**src/rtl/bldsw_pkg.sv**
```systemverilog
// ----------------------------------------------------------------------------
// bldsw_pkg
// Shared constants for the block-linear deswizzle address generator.
// ----------------------------------------------------------------------------
package bldsw_pkg;

  localparam int StrideW      = 15;
  localparam int HeightW      = 13;
  localparam int BlkLog2W     = 3;
  localparam int CfgDataW     = 15;
  localparam int CfgIdxW      = 2;
  localparam int AddrW        = 26;
  localparam int ChunkW       = 64;
  localparam int ChunkIdxW    = 5;
  localparam int GobRowW      = 5;
  localparam int InTdataW     = 128;
  localparam int OutTdataW    = 160;

  localparam int GobWidth     = 64;
  localparam int GobRows      = 8;
  localparam int MaxBlkLog2   = 5;

  localparam int DefMaxStrideBytes = 16384;
  localparam int DefMaxHeight      = 4096;

  localparam logic [StrideW-1:0]  StrideRst  = StrideW'(5120);
  localparam logic [HeightW-1:0]  HeightRst  = HeightW'(720);
  localparam logic [BlkLog2W-1:0] BlkLog2Rst = BlkLog2W'(4);

  typedef enum logic [CfgIdxW-1:0] {
    CfgStride  = 2'd0,
    CfgHeight  = 2'd1,
    CfgBlkLog2 = 2'd2
  } cfg_idx_e;

endpackage

```
**src/rtl/block_linear_deswizzle_address.sv**
```systemverilog
// ----------------------------------------------------------------------------
// block_linear_deswizzle_address
// Maps a stream of 16-byte block-linear chunks to pitch-linear write beats.
// ----------------------------------------------------------------------------
// Each accepted input beat is registered and is presented as the output beat in the next cycle.
// Throughput: 1 beat per cycle; the output register takes a new beat whenever
// it is empty or being drained, the position counters advance on each beat.
// Reset: asynchronous active-low; counters cleared, output empty, config
// registers at stride 5120, height 720, block height log2 4.
module block_linear_deswizzle_address #(
  parameter int MAX_STRIDE_BYTES = bldsw_pkg::DefMaxStrideBytes,
  parameter int MAX_HEIGHT       = bldsw_pkg::DefMaxHeight
) (
  input  logic                                 clk_i,
  input  logic                                 rst_ni,
  input  logic                                 cfg_we_i,
  input  logic [bldsw_pkg::CfgIdxW-1:0]        cfg_idx_i,
  input  logic [bldsw_pkg::CfgDataW-1:0]       cfg_wdata_i,
  input  logic                                 s_axis_tvalid,
  output logic                                 s_axis_tready,
  // [63:0] chunk_low, [127:64] chunk_high
  input  logic [bldsw_pkg::InTdataW-1:0]       s_axis_tdata,
  output logic                                 m_axis_tvalid,
  input  logic                                 m_axis_tready,
  // [25:0] write_address, [89:26] write_low, [153:90] write_high, zero pad
  output logic [bldsw_pkg::OutTdataW-1:0]      m_axis_tdata,
  // [0] write_enable
  output logic                                 m_axis_tuser,
  output logic                                 m_axis_tlast
);

  localparam int ColCap  = MAX_STRIDE_BYTES / bldsw_pkg::GobWidth;
  localparam int RowCap  = (MAX_HEIGHT + bldsw_pkg::GobRows - 1) / bldsw_pkg::GobRows;
  localparam int ColW    = (ColCap > 1) ? $clog2(ColCap) : 1;
  localparam int RowW    = (RowCap > 1) ? $clog2(RowCap) : 1;
  localparam int ColClip = (ColCap > 511) ? 511 : ColCap;
  localparam int HgtClip = (MAX_HEIGHT > 8191) ? 8191 : MAX_HEIGHT;
  localparam int YW      = RowW + 9;
  localparam int XW      = ColW + 6;
  localparam int PW      = YW + bldsw_pkg::StrideW;
  localparam int EW      = (YW > bldsw_pkg::HeightW) ? YW : bldsw_pkg::HeightW;
  localparam int AW      = bldsw_pkg::AddrW;
  localparam int CW      = bldsw_pkg::ChunkW;

  logic [bldsw_pkg::StrideW-1:0]  stride_q;
  logic [bldsw_pkg::HeightW-1:0]  height_q;
  logic [bldsw_pkg::BlkLog2W-1:0] blk_log2_q;

  logic [bldsw_pkg::ChunkIdxW-1:0] chunk_q, chunk_d;
  logic [bldsw_pkg::GobRowW-1:0]   gob_row_q, gob_row_d;
  logic [ColW-1:0]                 col_q, col_d;
  logic [RowW-1:0]                 row_q, row_d;

  logic                             out_valid_q;
  logic [AW-1:0]                    addr_q, addr_d;
  logic [CW-1:0]                    low_q, high_q;
  logic                             wen_q, wen_d;
  logic                             last_q, last_d;

  logic                             accept;
  logic [bldsw_pkg::BlkLog2W-1:0]   lg;
  logic [bldsw_pkg::HeightW-1:0]    eff_h;
  logic [8:0]                       bw_raw, bw_clip, bw_m1;
  logic [13:0]                      bh_sum, bh, bh_m1;
  logic [YW-1:0]                    gob_y, y_full;
  logic [XW-1:0]                    x_full;
  logic [PW-1:0]                    prod;
  logic [2:0]                       in_y;
  logic [5:0]                       in_x;
  logic                             last_chunk, last_gob, last_col, last_row;

  // configuration registers
  always_ff @(posedge clk_i or negedge rst_ni) begin
    if (!rst_ni) begin
      stride_q   <= bldsw_pkg::StrideRst;
      height_q   <= bldsw_pkg::HeightRst;
      blk_log2_q <= bldsw_pkg::BlkLog2Rst;
    end else if (cfg_we_i) begin
      case (bldsw_pkg::cfg_idx_e'(cfg_idx_i))
        bldsw_pkg::CfgStride:  stride_q   <= cfg_wdata_i[bldsw_pkg::StrideW-1:0];
        bldsw_pkg::CfgHeight:  height_q   <= cfg_wdata_i[bldsw_pkg::HeightW-1:0];
        bldsw_pkg::CfgBlkLog2: blk_log2_q <= cfg_wdata_i[bldsw_pkg::BlkLog2W-1:0];
        default: ;
      endcase
    end
  end

  assign s_axis_tready = !out_valid_q || m_axis_tready;
  assign accept        = s_axis_tvalid && s_axis_tready;

  always_comb begin
    lg = (blk_log2_q > bldsw_pkg::BlkLog2W'(bldsw_pkg::MaxBlkLog2))
         ? bldsw_pkg::BlkLog2W'(bldsw_pkg::MaxBlkLog2) : blk_log2_q;
    eff_h = (height_q > bldsw_pkg::HeightW'(HgtClip))
            ? bldsw_pkg::HeightW'(HgtClip) : height_q;

    bw_raw  = stride_q[bldsw_pkg::StrideW-1:6];
    bw_clip = (bw_raw > 9'(ColClip)) ? 9'(ColClip) : bw_raw;
    bw_m1   = (bw_clip == '0) ? '0 : bw_clip - 9'd1;

    bh_sum = 14'(eff_h) + (14'(bldsw_pkg::GobRows) << lg) - 14'd1;
    bh     = bh_sum >> (4'(lg) + 4'd3);
    bh_m1  = (bh == '0) ? '0 : bh - 14'd1;

    // intra-GOB swizzle
    in_y = {chunk_q[3:2], chunk_q[0]};
    in_x = {chunk_q[4], chunk_q[1], 4'b0000};

    gob_y  = (YW'(row_q) << (4'(lg) + 4'd3)) + (YW'(gob_row_q) << 3);
    y_full = gob_y + YW'(in_y);
    x_full = {col_q, in_x};
    prod   = PW'(y_full) * PW'(stride_q);
    addr_d = AW'(prod) + AW'(x_full);
    wen_d  = EW'(gob_y) < EW'(eff_h);

    last_chunk = chunk_q == '1;
    last_gob   = gob_row_q >= bldsw_pkg::GobRowW'((6'd1 << lg) - 6'd1);
    last_col   = 11'(col_q) >= 11'(bw_m1);
    last_row   = 14'(row_q) >= bh_m1;
    last_d     = last_chunk && last_gob && last_col && last_row;

    chunk_d   = chunk_q + 1'b1;
    gob_row_d = gob_row_q;
    col_d     = col_q;
    row_d     = row_q;
    if (last_chunk) begin
      if (!last_gob) begin
        gob_row_d = gob_row_q + 1'b1;
      end else begin
        gob_row_d = '0;
        if (!last_col) begin
          col_d = col_q + 1'b1;
        end else begin
          col_d = '0;
          row_d = last_row ? '0 : row_q + 1'b1;
        end
      end
    end
  end

  // position counters and output valid
  always_ff @(posedge clk_i or negedge rst_ni) begin
    if (!rst_ni) begin
      chunk_q     <= '0;
      gob_row_q   <= '0;
      col_q       <= '0;
      row_q       <= '0;
      out_valid_q <= 1'b0;
    end else begin
      if (accept) begin
        chunk_q   <= chunk_d;
        gob_row_q <= gob_row_d;
        col_q     <= col_d;
        row_q     <= row_d;
      end
      if (s_axis_tready) begin
        out_valid_q <= s_axis_tvalid;
      end
    end
  end

  // output payload
  always_ff @(posedge clk_i) begin
    if (accept) begin
      addr_q <= addr_d;
      low_q  <= s_axis_tdata[CW-1:0];
      high_q <= s_axis_tdata[2*CW-1:CW];
      wen_q  <= wen_d;
      last_q <= last_d;
    end
  end

  assign m_axis_tvalid = out_valid_q;
  assign m_axis_tdata  = {{(bldsw_pkg::OutTdataW - AW - 2*CW){1'b0}}, high_q, low_q, addr_q};
  assign m_axis_tuser  = wen_q;
  assign m_axis_tlast  = last_q;

endmodule

```
**config.mk**
```make
export PLATFORM = sky130hd
export DESIGN_NAME = block_linear_deswizzle_address
export DESIGN_NICKNAME = d
export VERILOG_FILES = /design/src/rtl/bldsw_pkg.sv /design/src/rtl/block_linear_deswizzle_address.sv
export SDC_FILE = /design/constraint.sdc
export NUM_CORES = 1
export LEC_CHECK = 0
export ABC_AREA = 0
export ABC_CLOCK_PERIOD_IN_PS = 18800
export BUFFER_PORTS_ARGS = -buffer_cell sky130_fd_sc_hd__buf_2
export CAP_MARGIN = 20
export CORE_ASPECT_RATIO = 1.4
export CORE_MARGIN = 4
export CORE_UTILIZATION = 35
export DETAILED_ROUTE_END_ITERATION = 16
export PLACE_DENSITY = 0.51
export SETUP_SLACK_MARGIN = 0.4
export SLEW_MARGIN = 20
export SYNTH_ARGS = -nofsm -noshare
export SYNTH_HDL_FRONTEND = slang
export SYNTH_SLANG_ARGS = --single-unit
```
**constraint.sdc**
```tcl
create_clock -name clk_i -period 18.8 [get_ports clk_i]
set_input_delay 3.76 -clock clk_i [delete_from_list [all_inputs] [get_ports clk_i]]
set_output_delay 3.76 -clock clk_i [all_outputs]
set_load 0.01 [all_outputs]
```
### Word level (Yosys, flattened, before mapping)

Index checks and enable logic that the tools add are counted.

| cells by class | value |
|---|---|
| $add $sub $neg | 13 |
| multipliers | 1 |
| $lt $le $gt $ge | 7 |
| equality and inequality tests | 3 |
| shift operators | 4 |
| multiplexer cells | 8 |
| reductions and logical operators | 15 |

Operator list:

| operator | number |
|---|---|
| $sub 14x1->14 const B | 2 |
| $mux 9 | 3 |
| $add 26x14->26 | 1 |
| $mul 18x15->26 | 1 |
| $add 18x3->18 | 1 |
| $add 18x8->18 | 1 |
| $lt 18x13->1 | 1 |
| $shl 9x4->18 | 1 |
| $add 13x14->14 | 1 |
| $ge 9x14->1 | 1 |
| $logic_not 14->1 | 1 |
| $mux 14 | 1 |
| $shl 4x3->14 const A | 1 |
| $shr 14x4->14 | 1 |
| $gt 13x13->1 const B | 1 |
| $mux 13 | 1 |
| $add 5x1->5 const B | 2 |
| $add 9x1->9 const B | 1 |
| $ge 8x9->1 | 1 |
| $gt 9x9->1 const B | 1 |
| $logic_not 9->1 | 1 |
| $sub 9x1->9 const B | 1 |
| $add 8x1->8 const B | 1 |
| $mux 8 | 1 |
| 17 further kinds | 23 |

| storage, ports and cells | value |
|---|---|
| bits in registers | 215 |
| input port bits | 150 |
| output and inout bits | 164 |
| word-level logic and storage cells | 64 |

### Longest topological paths before layout

| depth | value |
|---|---|
| depth in word-level cells | 10 |
| gate-level depth with buffers | 44 |
| mapped depth without buffers | 41 |

### Worst setup path before layout

Ideal clock, no wire load.

| timing path | value |
|---|---|
| kind | in2reg |
| start | input m_axis_tready |
| end | register row_q[5] |
| library setup time | 126 ps |
| arrival time | 10656 ps |
| required time | 18674 ps |
| path slack | 8018 ps |
| stages | 10 |
| buffers on the path | 2 |
| path through | nand2b_1 and2_1 clkbuf_1 nand2_1 nor2b_1 clkbuf_1 nand2_1 or3_1 xor2_1 nor2_1 |

| on the way | value |
|---|---|
| cells in the longest elaborated chain, start to end | 3 |

RTL lines:

| what | line | RTL |
|---|---|---|
| start, declared | block_linear_deswizzle_address.sv:24 | `input logic m_axis_tready,` |
| $logic_or 1x1->1 | block_linear_deswizzle_address.sv:88 | `assign s_axis_tready = !out_valid_q \|\| m_axis_tready;` |
| $logic_and 1x1->1 | block_linear_deswizzle_address.sv:89 | `assign accept = s_axis_tvalid && s_axis_tready;` |
| via accept | block_linear_deswizzle_address.sv:60 | `logic accept;` |
| $reduce_and 4->1 (no source line) | - |  |
| end signal, assigned | block_linear_deswizzle_address.sv:154 | `row_q <= row_d;` |
| end, declared | block_linear_deswizzle_address.sv:52 | `logic [RowW-1:0] row_q, row_d;` |

The timed path passes the listed nets, and every way through them passes these cells.
A chain may end at the register's enable or synchronous reset.

### Worst setup path after layout

| timing path | value |
|---|---|
| start | register blk_log2_q[0] in the netlist's numbering |
| end | register addr_q[25], data pin |

| on the way | value |
|---|---|
| cells in the longest elaborated chain, start to end | 8 |

RTL lines:

| what | line | RTL |
|---|---|---|
| start, declared | block_linear_deswizzle_address.sv:47 | `logic [bldsw_pkg::BlkLog2W-1:0] blk_log2_q;` |
| start signal, assigned | block_linear_deswizzle_address.sv:77 | `blk_log2_q <= bldsw_pkg::BlkLog2Rst;` |
| start signal, assigned | block_linear_deswizzle_address.sv:82 | `bldsw_pkg::CfgBlkLog2: blk_log2_q <= cfg_wdata_i[bldsw_pkg::BlkLog2W-1:0];` |
| $gt 3x3->1 | block_linear_deswizzle_address.sv:92 | `lg = (blk_log2_q > bldsw_pkg::BlkLog2W'(bldsw_pkg::MaxBlkLog2))` |
| $mux 3 * | block_linear_deswizzle_address.sv:93 | `? bldsw_pkg::BlkLog2W'(bldsw_pkg::MaxBlkLog2) : blk_log2_q;` |
| $add 3x2->4 * | block_linear_deswizzle_address.sv:109 | `gob_y = (YW'(row_q) << (4'(lg) + 4'd3)) + (YW'(gob_row_q) << 3);` |
| $shl 9x4->18 * | block_linear_deswizzle_address.sv:109 |  |
| $add 18x8->18 * | block_linear_deswizzle_address.sv:109 |  |
| $add 18x3->18 * | block_linear_deswizzle_address.sv:110 | `y_full = gob_y + YW'(in_y);` |
| $mul 18x15->26 * | block_linear_deswizzle_address.sv:112 | `prod = PW'(y_full) * PW'(stride_q);` |
| $add 26x14->26 * | block_linear_deswizzle_address.sv:113 | `addr_d = AW'(prod) + AW'(x_full);` |
| via addr_d[25] | block_linear_deswizzle_address.sv:55 | `logic [AW-1:0] addr_q, addr_d;` |
| end signal, assigned | block_linear_deswizzle_address.sv:165 | `addr_q <= addr_d;` |
| end, declared | block_linear_deswizzle_address.sv:55 |  |

Mark *: on every way through the listed nets, which the timed path passes. The rest lies on a longest branch.

==> metrics.yaml <==
cp_common_cell: "fa_1"
crit_family: "adder cells"
period_needed_ns: 11.78
rsz0062_at_grt: "false"
cts_buffers: 24
hold_slack_ns: 0.513
yosys_register_bits: 215
viasPerCell: 4.93
place_area_sq_mm: 0.0217
cts_tree: "yes"
drt_iter0_markers: 596
yosysWarnings: 0
setup_viol: 0
vdd_ir_drop_max_mv: 0.166
hp-class: "reg2reg"
ctsResizeCount: 0
wl_per_cell_um: 18.9
drcViolationCount: 0
grtUsageTotal_pct: 18.2
htreeDepth: 1
syn_area_sq_mm: 0.0194
start_util_pct: 35.6
worstPathMaxFanout: 36
slowest_stage: "xor2_1"
grt_pass1_vias: 15400
tightest_slew_ns: 0.986
cts_sinks: 215
rr_worst_depth: 34
powerDensity_mw_per_mm2: 193
wl_mm: 55.0
grt_pass1_wl_mm: 85.8
synthCells: 1888
avgSynthCellArea_sq_um: 10.3
synth_top_area_share_pct: 24.2
cap_violations: 0
reg2reg_slack_ns: 7.02
die-width_um: 207
fp.coreArea_sq_mm: 0.0545
fp.dieArea_sq_mm: 0.0592
worst_skew_pair.late_latency_ns: 0.56
worst-path-stages: 34
relSlewSlack_pct: 33.8
num_vias: 14400
postCtsSetupRepairBufs: 0
drtAntennaViolNets: 0
clk_pin_slew_ns: 0.07
finalCritPeriodShare_pct: 62.7
grt_overflow: 0
synthTopCellsByCount: "299 x inv_1, 207 x nand2_1, 200 x fa_1"
fin_tns_setup_ns: 0
drive_gt1_share_pct: 20.6
fin_area_sq_mm: 0.0225
worstSetupPathType: "reg2reg"
fp.dieH_um: 286
ys_seq_area_share_pct: 31.8
place.port_buffers: 307
syn_to_final_growth_pct: 16.3
worst_setup_path_start_kind: "flip-flop"
cts_max_path_buffers: 3
async_reset_ff_share_pct: 27.4
dp_slack_ns: 6.83
yosysMostFrequentCell: "inv_1"
max_stage_delay_ns: 0.81
synth-edff-count: 156
place_congestion: 0.893
status: "completed"
holdCritStartpoint: "height_q[5]"
critPathArrivalTime_ns: 12.10
antenna_found_initial: 1
regToRegEndpoint: "addr_q[25]"
hold_viol_final: 0
cts_hold_repair.buffers: 0
layout_setup_ws_ns: 7.02
dr.pass1.iters: 5
grt_max_degree: 62
min_path_cells: 1
io_pins: 314
endpoint_kind: "flip-flop"
fin_skew_ns: 0.0160
crit_buf_inv: 4
worst_ep_required_time_ns: 19.11
synth_area_leaders: "edfxtp_1 24%, fa_1 21%, ha_1 9.3%"
rows: 101
yosys_most_used_dff: "edfxtp_1"
cts_root_buf: "clkbuf_16"
hold_path_end: "height_q[5]"
max_freq_mhz: 84.9
hpwl_mm: 44.0
slew_violations: 0
p_leak_nw: 10.1
yosysUniqueCellTypes: 90
r2r_start: "blk_log2_q[0]"
layout.nets: 2664
synth_largest_area_cell: "edfxtp_1"
[placed cells by master, fill, tap and decap left out, drive strengths merged, types with 19 or more instances in the layout]
cell type,count
dfrtp,52
mux2,32
a21o,32
o21ai,51
nand3,28
nor3,27
edfxtp,156
xnor2,60
buf,328
nor2,76
and2,116
inv,304
xor2,19
ha,144
clkbuf,25
nand2,208
nor2b,40
fa,200
nand2b,24
a21oi,49
[per-layer routing]
layer | GRT usage (%) | wire, um | up-vias
li1 | - | - | 6759
met1 | 21.5 | 21600 | 7167
met2 | 34.4 | 29200 | 340
met3 | 2.06 | 2430 | 92
met4 | 5.52 | 1780 | 0
met5 | 0 | 0 | -
[registers in the layout (all words and copies together) (netlist names)]
register / cells
high_q: 64
low_q: 64
addr_q: 26
stride_q: 15
height_q: 13
row_q: 9
col_q: 8
chunk_q: 5
gob_row_q: 5
blk_log2_q: 3
m_axis_tlast: 1
m_axis_tuser: 1
m_axis_tvalid: 1
[metrics by stage]
stage	util, %	power, W	cells
floorplan	-	0.00320	1893
global placement	39.9	0.00389	2865
detailed placement	39.9	0.00393	2865
CTS	41.3	0.00444	2909
global route	41.4	0.00494	2910
finish	41.4	0.00436	2910
[final cells by class]
type / instances / area [sq um]
inverters: 302 / 1130
well taps: 721 / 902
flip-flops and latches: 215 / 6170
diodes: 1 / 2.50
repair buffers: 328 / 1690
clock inverters: 19 / 200
multi-input cells: 1299 / 11800
fillers: 5337 / 31900
clock buffers: 25 / 604
[power by group]
group	switching, W	total, W	internal, W	leakage [nW]
Sequential	0.0000650	0.000772	0.000707	2.19
Clock	0.000213	0.000481	0.000267	0.389
Combinational	0.00179	0.00311	0.00132	7.53
[worst register-to-register path, delay by kind of cell, from the launching register on]
family	cells	cell delay, ns
AND/OR/NAND/NOR	9	2.10
adder cells (fa/ha/maj)	9	4.16
XOR/XNOR	4	1.82
buffers and inverters	4	0.73
AO/OA/AOI/OAI	8	2.09
flip-flops	1	0.64
[worst max-delay path by stage]
| stage | startpoint | endpoint | slack [ns] |
|---|---|---|---|
| 6_report | blk_log2_q[0] | addr_q[25] | 7.02 |
| 5_1_grt | blk_log2_q[2] | addr_q[25] | 6.32 |
| 4_1_cts | blk_log2_q[0] | addr_q[25] | 6.81 |
| 3_5_place_dp | blk_log2_q[0] | addr_q[25] | 6.83 |
| 3_3_place_gp | blk_log2_q[0] | addr_q[25] | 7.12 |
| 2_1_floorplan | m_axis_tready | row_q[5] | 8.02 |
[cells by family (layout without fill, tap and decap cells)]
logic type                 after synthesis  in the layout  synth area share, %
AOI/OAI and AO/OA                      235            235                 8.50
xor gates and xnor gates                80             80                 3.80
adders and majority gates              344            344                 30.0
buffers and inverters                  379            674                 7.50
DFF                                    215            215                 31.8
muxes                                   50             50                 3.11
other                                    1              7               0.0194
and+or+nand+nor                        584            584                 15.2
No activity file was read; power rests on OpenSTA's default activity.
